File: src/hw/rtl/wgm_pkg.sv
`timescale 1ns / 1ps
// ----------------------------------------------------------------------------
// wgm_pkg
// shared types and constants for the wildcard glob matcher
// ----------------------------------------------------------------------------
package wgm_pkg;

  // default pattern capacity in characters
  localparam int PATTERN_MAX_DEFAULT = 64;

  // pattern metacharacters
  localparam logic [7:0] STAR_CODE     = 8'h2A;
  localparam logic [7:0] QUESTION_CODE = 8'h3F;

  // word kinds on the input channel
  typedef enum logic [1:0] {
    KIND_CLEAR   = 2'd0,
    KIND_PATTERN = 2'd1,
    KIND_SUBJECT = 2'd2,
    KIND_END     = 2'd3
  } kind_t;

  typedef struct packed {
    kind_t      kind;
    logic [7:0] char_code;
  } item_t;

  typedef struct packed {
    logic matched;
    logic pattern_overflow;
  } result_t;

endpackage

File: src/hw/rtl/wildcard_glob_matcher.sv
`timescale 1ns / 1ps
// ----------------------------------------------------------------------------
// wildcard_glob_matcher
// streaming glob matcher for '*' and '?' over a loaded pattern
// ----------------------------------------------------------------------------
// path: an accepted word is held in the input register, and its result (end
//   words only) is written from there into the result register
// throughput: one word per cycle unless an end word waits on the result register
// reset (rst, synchronous): empty pattern, no open subject, overflow cleared,
//   both registers empty; pattern bytes themselves are not cleared
// ----------------------------------------------------------------------------
module wildcard_glob_matcher #(
  parameter int PATTERN_MAX = wgm_pkg::PATTERN_MAX_DEFAULT
) (
  input  logic             clk,
  input  logic             rst,
  // input channel
  input  logic             item_valid,
  output logic             item_stall,
  input  wgm_pkg::item_t   item,
  // result channel
  output logic             result_valid,
  input  logic             result_stall,
  output wgm_pkg::result_t result
);

  // prefix-set width: prefixes of length 0 .. PATTERN_MAX
  localparam int SetW   = PATTERN_MAX + 1;
  // levels of the parallel-prefix star closure
  localparam int Levels = $clog2(SetW);

  // input register
  logic           s1_valid;
  wgm_pkg::item_t s1_item;

  // pattern storage, one lane per character position
  logic [7:0]             pat [PATTERN_MAX];
  // thermometer of written positions, bit i set when i < pattern length
  logic [PATTERN_MAX-1:0] active;
  // one-hot marker of the pattern length, bit i set when length == i
  logic [SetW-1:0]        endpos;
  // prefix set of the empty subject: prefix 0 and any leading stars
  logic [SetW-1:0]        start_set;
  // prefixes matching the subject seen so far
  logic [SetW-1:0]        prefix_set;
  logic                   subject_open;
  logic                   overflow_flag;

  // handshake and datapath signals
  logic                   out_free;
  logic                   s1_fire;
  logic                   pat_full;
  logic                   append_ok;
  logic [PATTERN_MAX-1:0] is_star;
  logic [PATTERN_MAX-1:0] is_hit;
  logic [SetW-1:0]        base_set;
  logic [SetW-1:0]        raw_set;
  logic [SetW-1:0]        prop;
  logic [SetW-1:0]        clo_g;
  logic [SetW-1:0]        clo_p;
  logic                   start_star;

  // the result register is free when empty or being drained this cycle
  assign out_free = !result_valid || !result_stall;

  // an end word only moves on when the result register can take it
  assign s1_fire    = s1_valid && ((s1_item.kind != wgm_pkg::KIND_END) || out_free);
  assign item_stall = s1_valid && !s1_fire;

  assign pat_full  = active[PATTERN_MAX-1];
  assign append_ok = (s1_item.kind == wgm_pkg::KIND_PATTERN) && !pat_full;

  // first subject byte starts from the empty-subject prefix set
  assign base_set = subject_open ? prefix_set : start_set;

  // per-lane compare of the stored character against the subject byte
  always_comb begin
    for (int i = 0; i < PATTERN_MAX; i++) begin
      is_star[i] = active[i] && (pat[i] == wgm_pkg::STAR_CODE);
      is_hit[i]  = active[i] && ((pat[i] == wgm_pkg::QUESTION_CODE) ||
                                 (pat[i] == s1_item.char_code));
    end
  end

  // one step of the automaton: a star keeps its prefix and also advances,
  // '?' or an equal literal advances
  always_comb begin
    raw_set = '0;
    prop    = '0;
    for (int i = 0; i < PATTERN_MAX; i++) begin
      if (base_set[i] && is_star[i]) begin
        raw_set[i]   = 1'b1;
        raw_set[i+1] = 1'b1;
      end else if (base_set[i] && is_hit[i]) begin
        raw_set[i+1] = 1'b1;
      end
      // prefix i+1 inherits from prefix i across a star (empty run)
      prop[i+1] = is_star[i];
    end
  end

  // star closure as a log-depth parallel prefix, like a carry lookahead
  always_comb begin
    clo_g = raw_set;
    clo_p = prop;
    for (int s = 0; s < Levels; s++) begin
      clo_g = clo_g | (clo_p & (clo_g << (1 << s)));
      clo_p = clo_p & (clo_p << (1 << s));
    end
  end

  // a star appended right after a leading-star run extends the start set
  assign start_star = (s1_item.char_code == wgm_pkg::STAR_CODE) &&
                      (|(endpos & start_set));

  // input register
  always_ff @(posedge clk) begin
    if (rst) begin
      s1_valid <= 1'b0;
    end else if (!item_stall) begin
      s1_valid <= item_valid;
    end
  end

  always_ff @(posedge clk) begin
    if (!item_stall) begin
      s1_item <= item;
    end
  end

  // pattern lanes, written at the current length marker
  always_ff @(posedge clk) begin
    for (int i = 0; i < PATTERN_MAX; i++) begin
      if (s1_fire && append_ok && endpos[i]) begin
        pat[i] <= s1_item.char_code;
      end
    end
  end

  // matcher state
  always_ff @(posedge clk) begin
    if (rst) begin
      active        <= '0;
      endpos        <= SetW'(1);
      start_set     <= SetW'(1);
      prefix_set    <= '0;
      subject_open  <= 1'b0;
      overflow_flag <= 1'b0;
    end else if (s1_fire) begin
      case (s1_item.kind)
        wgm_pkg::KIND_CLEAR: begin
          active        <= '0;
          endpos        <= SetW'(1);
          start_set     <= SetW'(1);
          prefix_set    <= '0;
          subject_open  <= 1'b0;
          overflow_flag <= 1'b0;
        end
        wgm_pkg::KIND_PATTERN: begin
          // any open subject is dropped
          subject_open <= 1'b0;
          if (pat_full) begin
            overflow_flag <= 1'b1;
          end else begin
            active <= PATTERN_MAX'({active, 1'b1});
            endpos <= endpos << 1;
            if (start_star) begin
              start_set <= start_set | (endpos << 1);
            end
          end
        end
        wgm_pkg::KIND_SUBJECT: begin
          prefix_set   <= clo_g;
          subject_open <= 1'b1;
        end
        wgm_pkg::KIND_END: begin
          subject_open <= 1'b0;
        end
        default: begin
          subject_open <= subject_open;
        end
      endcase
    end
  end

  // result register: matched when the full-length prefix is set, no overflow
  always_ff @(posedge clk) begin
    if (rst) begin
      result_valid <= 1'b0;
    end else if (s1_fire && (s1_item.kind == wgm_pkg::KIND_END)) begin
      result_valid <= 1'b1;
    end else if (!result_stall) begin
      result_valid <= 1'b0;
    end
  end

  always_ff @(posedge clk) begin
    if (s1_fire && (s1_item.kind == wgm_pkg::KIND_END)) begin
      result.matched          <= !overflow_flag && (|(base_set & endpos));
      result.pattern_overflow <= overflow_flag;
    end
  end

endmodule
File: config.mk
export PLATFORM = sky130hd
export DESIGN_NAME = wildcard_glob_matcher
export DESIGN_NICKNAME = d
export VERILOG_FILES = /design/src/hw/rtl/wgm_pkg.sv /design/src/hw/rtl/wildcard_glob_matcher.sv
export SDC_FILE = /design/constraint.sdc
export NUM_CORES = 2
export LEC_CHECK = 0
export BUFFER_PORTS_ARGS = -buffer_cell sky130_fd_sc_hd__buf_2
export CAP_MARGIN = 20
export CORE_MARGIN = 5
export CORE_UTILIZATION = 64
export CTS_CLUSTER_DIAMETER = 50
export DETAILED_ROUTE_END_ITERATION = 7
export PLACE_DENSITY = 0.8
export SYNTH_ARGS = -nofsm -noshare
export SYNTH_HDL_FRONTEND = slang
export SYNTH_SLANG_ARGS = --single-unit
File: constraint.sdc
create_clock -name clk -period 5.7 [get_ports clk]
set_input_delay 0.855 -clock clk [delete_from_list [all_inputs] [get_ports clk]]
set_output_delay 0.855 -clock clk [all_outputs]
set_load 0.03 [all_outputs]
==> qor.csv <==
metric;value;unit
setup bufs post-CTS;0;
Post-CTS Resized;0;
first-pass GRT wire length;179;mm
Layout Nets;3526;
VDD IR max;0.355;mV
Pint;9.52;mW
crit end category;flip-flop;
minimum clock period;4.62;ns
I/O Buffers;17;
Slew Limit Fails;0;
Crit path max-delay family;simple AND/OR/NAND/NOR gates;
Switch Pwr;2.80;mW
clk root buf;clkbuf_16;
Cell Area, Synth;38300;um^2
DR pass1 iterations;8;
post-synthesis sequential area ratio;54.8;%
initial antenna violation count;0;
Initial Util;64.8;%
CP arrival;5.00;ns
Final setup viols;0;
part of the cycle the worst path needs;81.1;%
sequential power share;49.6;%
worst setup path category;flip-flop to flip-flop;
#FFs+latches synth;787;
DPL Wire Length;82.7;mm
CP Buf/Inv Count;2;
commonest non-fill, non-tap cell in the layout;edfxtp_1;
share of layout cells above drive strength 1;9.06;%
final setup TNS;0;ns
Syn Area/Cell;11.0;um^2
CP Cell Sequence;buf_4, buf_4, mux2_2, a22o_1, a221oi_1, nand3_1, nor4_1, nand4_1, nor4_1, nor2_1;
Max-slew headroom;14.6;%
I/O Pins;18;
core area;59100;um^2
GP Congestion;1.08;
worst hold path type;input port to flip-flop;
Finished Cell Area;42300;um^2
highest clock rate;216;MHz
RSZ-0062 raised after global routing;false;
Worst setup SP type;flip-flop;
Comb pwr share;4.3;%
CTS clk-pin slew, worst paths;0.06;ns
CTS tree;yes;
Hold Buf Count CTS;0;
DIE AREA;64900;um^2
DRC viols;0;
P_leak;13.2;nW
PD cells;292;nW/um^2
Finished Layout Cells;4361;
vias per cell;6.93;
worst path required time;6.07;ns
die height;255;um
asr flop ratio synth;0;%
dpl cells;4195;
Worst-Margin Slew;1.27;ns
Num CTS Buffers;88;
row cnt;89;
Net Count, Synth;3510;
Placed Area;39300;um^2
clk_lat worst skew;0.65;ns
Vias;30200;
post-route worst setup slack;1.08;ns
gr ovfl total;0;
number of global-route vias before repair;29300;
H-tree depth;3;
slowest CP cell;dfxtp_4;
Clock power frac;46.1;%
largest net degree at the start of global routing;88;
CP peak stage delay;0.77;ns
Detail Route Antenna Nets;0;
area overhead of the layout relative to synthesis;10.3;%
crit-path max FO;40;
DRT iter0 DRCs;3890;
Yosys Warn Count;0;
most frequent cells in the layout;edfxtp_1 (524), xnor2_1 (456), nor2_1 (388);
Sink Count;787;
Post-Synthesis Cells;3496;
Top FF cell, synth;edfxtp_1;
Sw Share;22.7;%
Distinct cells, synth;100;
WL final;119;mm
fillers;4157;
outcome;complete, no violations;
clk buf depth;3;
die width;255;um
Final Hold Fails;0;
skew final;0.0183;ns
Total GRT Usage;35.9;%
maxcap violations;0;
WL per Instance;27.2;um
Post-Place Setup Slack;1.20;ns
number of flops mapped to enable cells by yosys;524;
[per-layer routing]
layer / wire length, um / global-route usage (%) / part of all wire [%]
met5: 0 / 0 / 0
met4: 4830 / 13.0 / 4.1
met3: 12900 / 8.35 / 11
met2: 53700 / 55.8 / 45
met1: 47200 / 50.2 / 40
[power groups by stage]
stage | Sequential, mW | Combinational [mW] | Clock (mW)
after global placement | 6.23 | 0.507 | 0
after CTS | 6.11 | 0.525 | 5.70
after global routing | 6.10 | 0.559 | 5.96
final | 6.11 | 0.529 | 5.68
after floorplan | 6.24 | 0.338 | 0
after detailed placement | 6.23 | 0.522 | 0
[synthesized netlist by cell type, types with 28 or more instances]
| library cell | instances | area (um^2) |
|---|---|---|
| a21oi_1 | 214 | 1070 |
| a22oi_1 | 117 | 878 |
| a31oi_1 | 45 | 282 |
| and3_1 | 124 | 776 |
| buf_2 | 36 | 180 |
| buf_4 | 28 | 210 |
| clkbuf_1 | 80 | 300 |
| dfxtp_1 | 263 | 5270 |
| edfxtp_1 | 524 | 15700 |
| inv_1 | 34 | 128 |
| mux2_2 | 53 | 597 |
| mux2i_1 | 30 | 300 |
| nand2_1 | 154 | 578 |
| nand3_1 | 100 | 500 |
| nand4_1 | 166 | 1040 |
| nor2_1 | 390 | 1460 |
| nor3_1 | 62 | 310 |
| nor4_1 | 32 | 200 |
| nor4b_1 | 46 | 403 |
| o21ai_0 | 88 | 440 |
| o22ai_1 | 40 | 250 |
| xnor2_1 | 456 | 3990 |
| xor2_1 | 56 | 490 |
[worst paths after layout]
check / slack [ns] / endpoint / start / depth (start not counted)
worst max-delay path: 1.08 / result[1] / subject_open / 10
worst min-delay path: 0.37 / s1_item[7] / item[7] / 1
worst max register to register: 1.08 / result[1] / subject_open / 10
worst min register to register: 0.45 / prefix_set[34] / prefix_set[34] / 2
[final cells by class]
class,instances,area (um^2),area share (%)
clock buffers,118,2480,5.88
flip-flops and latches,787,21000,49.7
repair buffers,75,724,1.71
clock inverters,47,448,1.06
well taps,773,967,2.29
inverters,34,128,0.302
diodes,1,2.50,0.00592
multi-input cells,2526,16500,39.0
[cell families (layout without fill, tap and decap cells)]
kind of cell              Yosys count  in the layout  share of synthesized area (%)
xor gates and xnor gates          512            512                           11.7
buffers and inverters             183            274                           2.26
other                               0              1                              0
muxes                              84             84                           2.37
DFF                               787            787                           54.8
and+or+nand+nor                  1222           1222                           16.6
AOI/OAI and AO/OA                 708            708                           12.2
[flip-flops by register name, indices dropped and copies added, names as in the netlist]
name	cells
endpos	65
pat	512
start_set	65
result	2
result_valid	1
prefix_set	65
s1_item	10
subject_open	1
overflow_flag	1
active	64
s1_valid	1
[metrics by stage]
stage	total power, mW	hold WS, ns	util (%)
after CTS	12.3	0.351	71.5
after global routing	12.6	0.358	71.5
after global placement	6.74	0.430	66.5
after detailed placement	6.75	0.435	66.5
after floorplan	6.58	0.410	-
final	12.3	0.373	71.5
No activity file was read; power rests on OpenSTA's default activity.
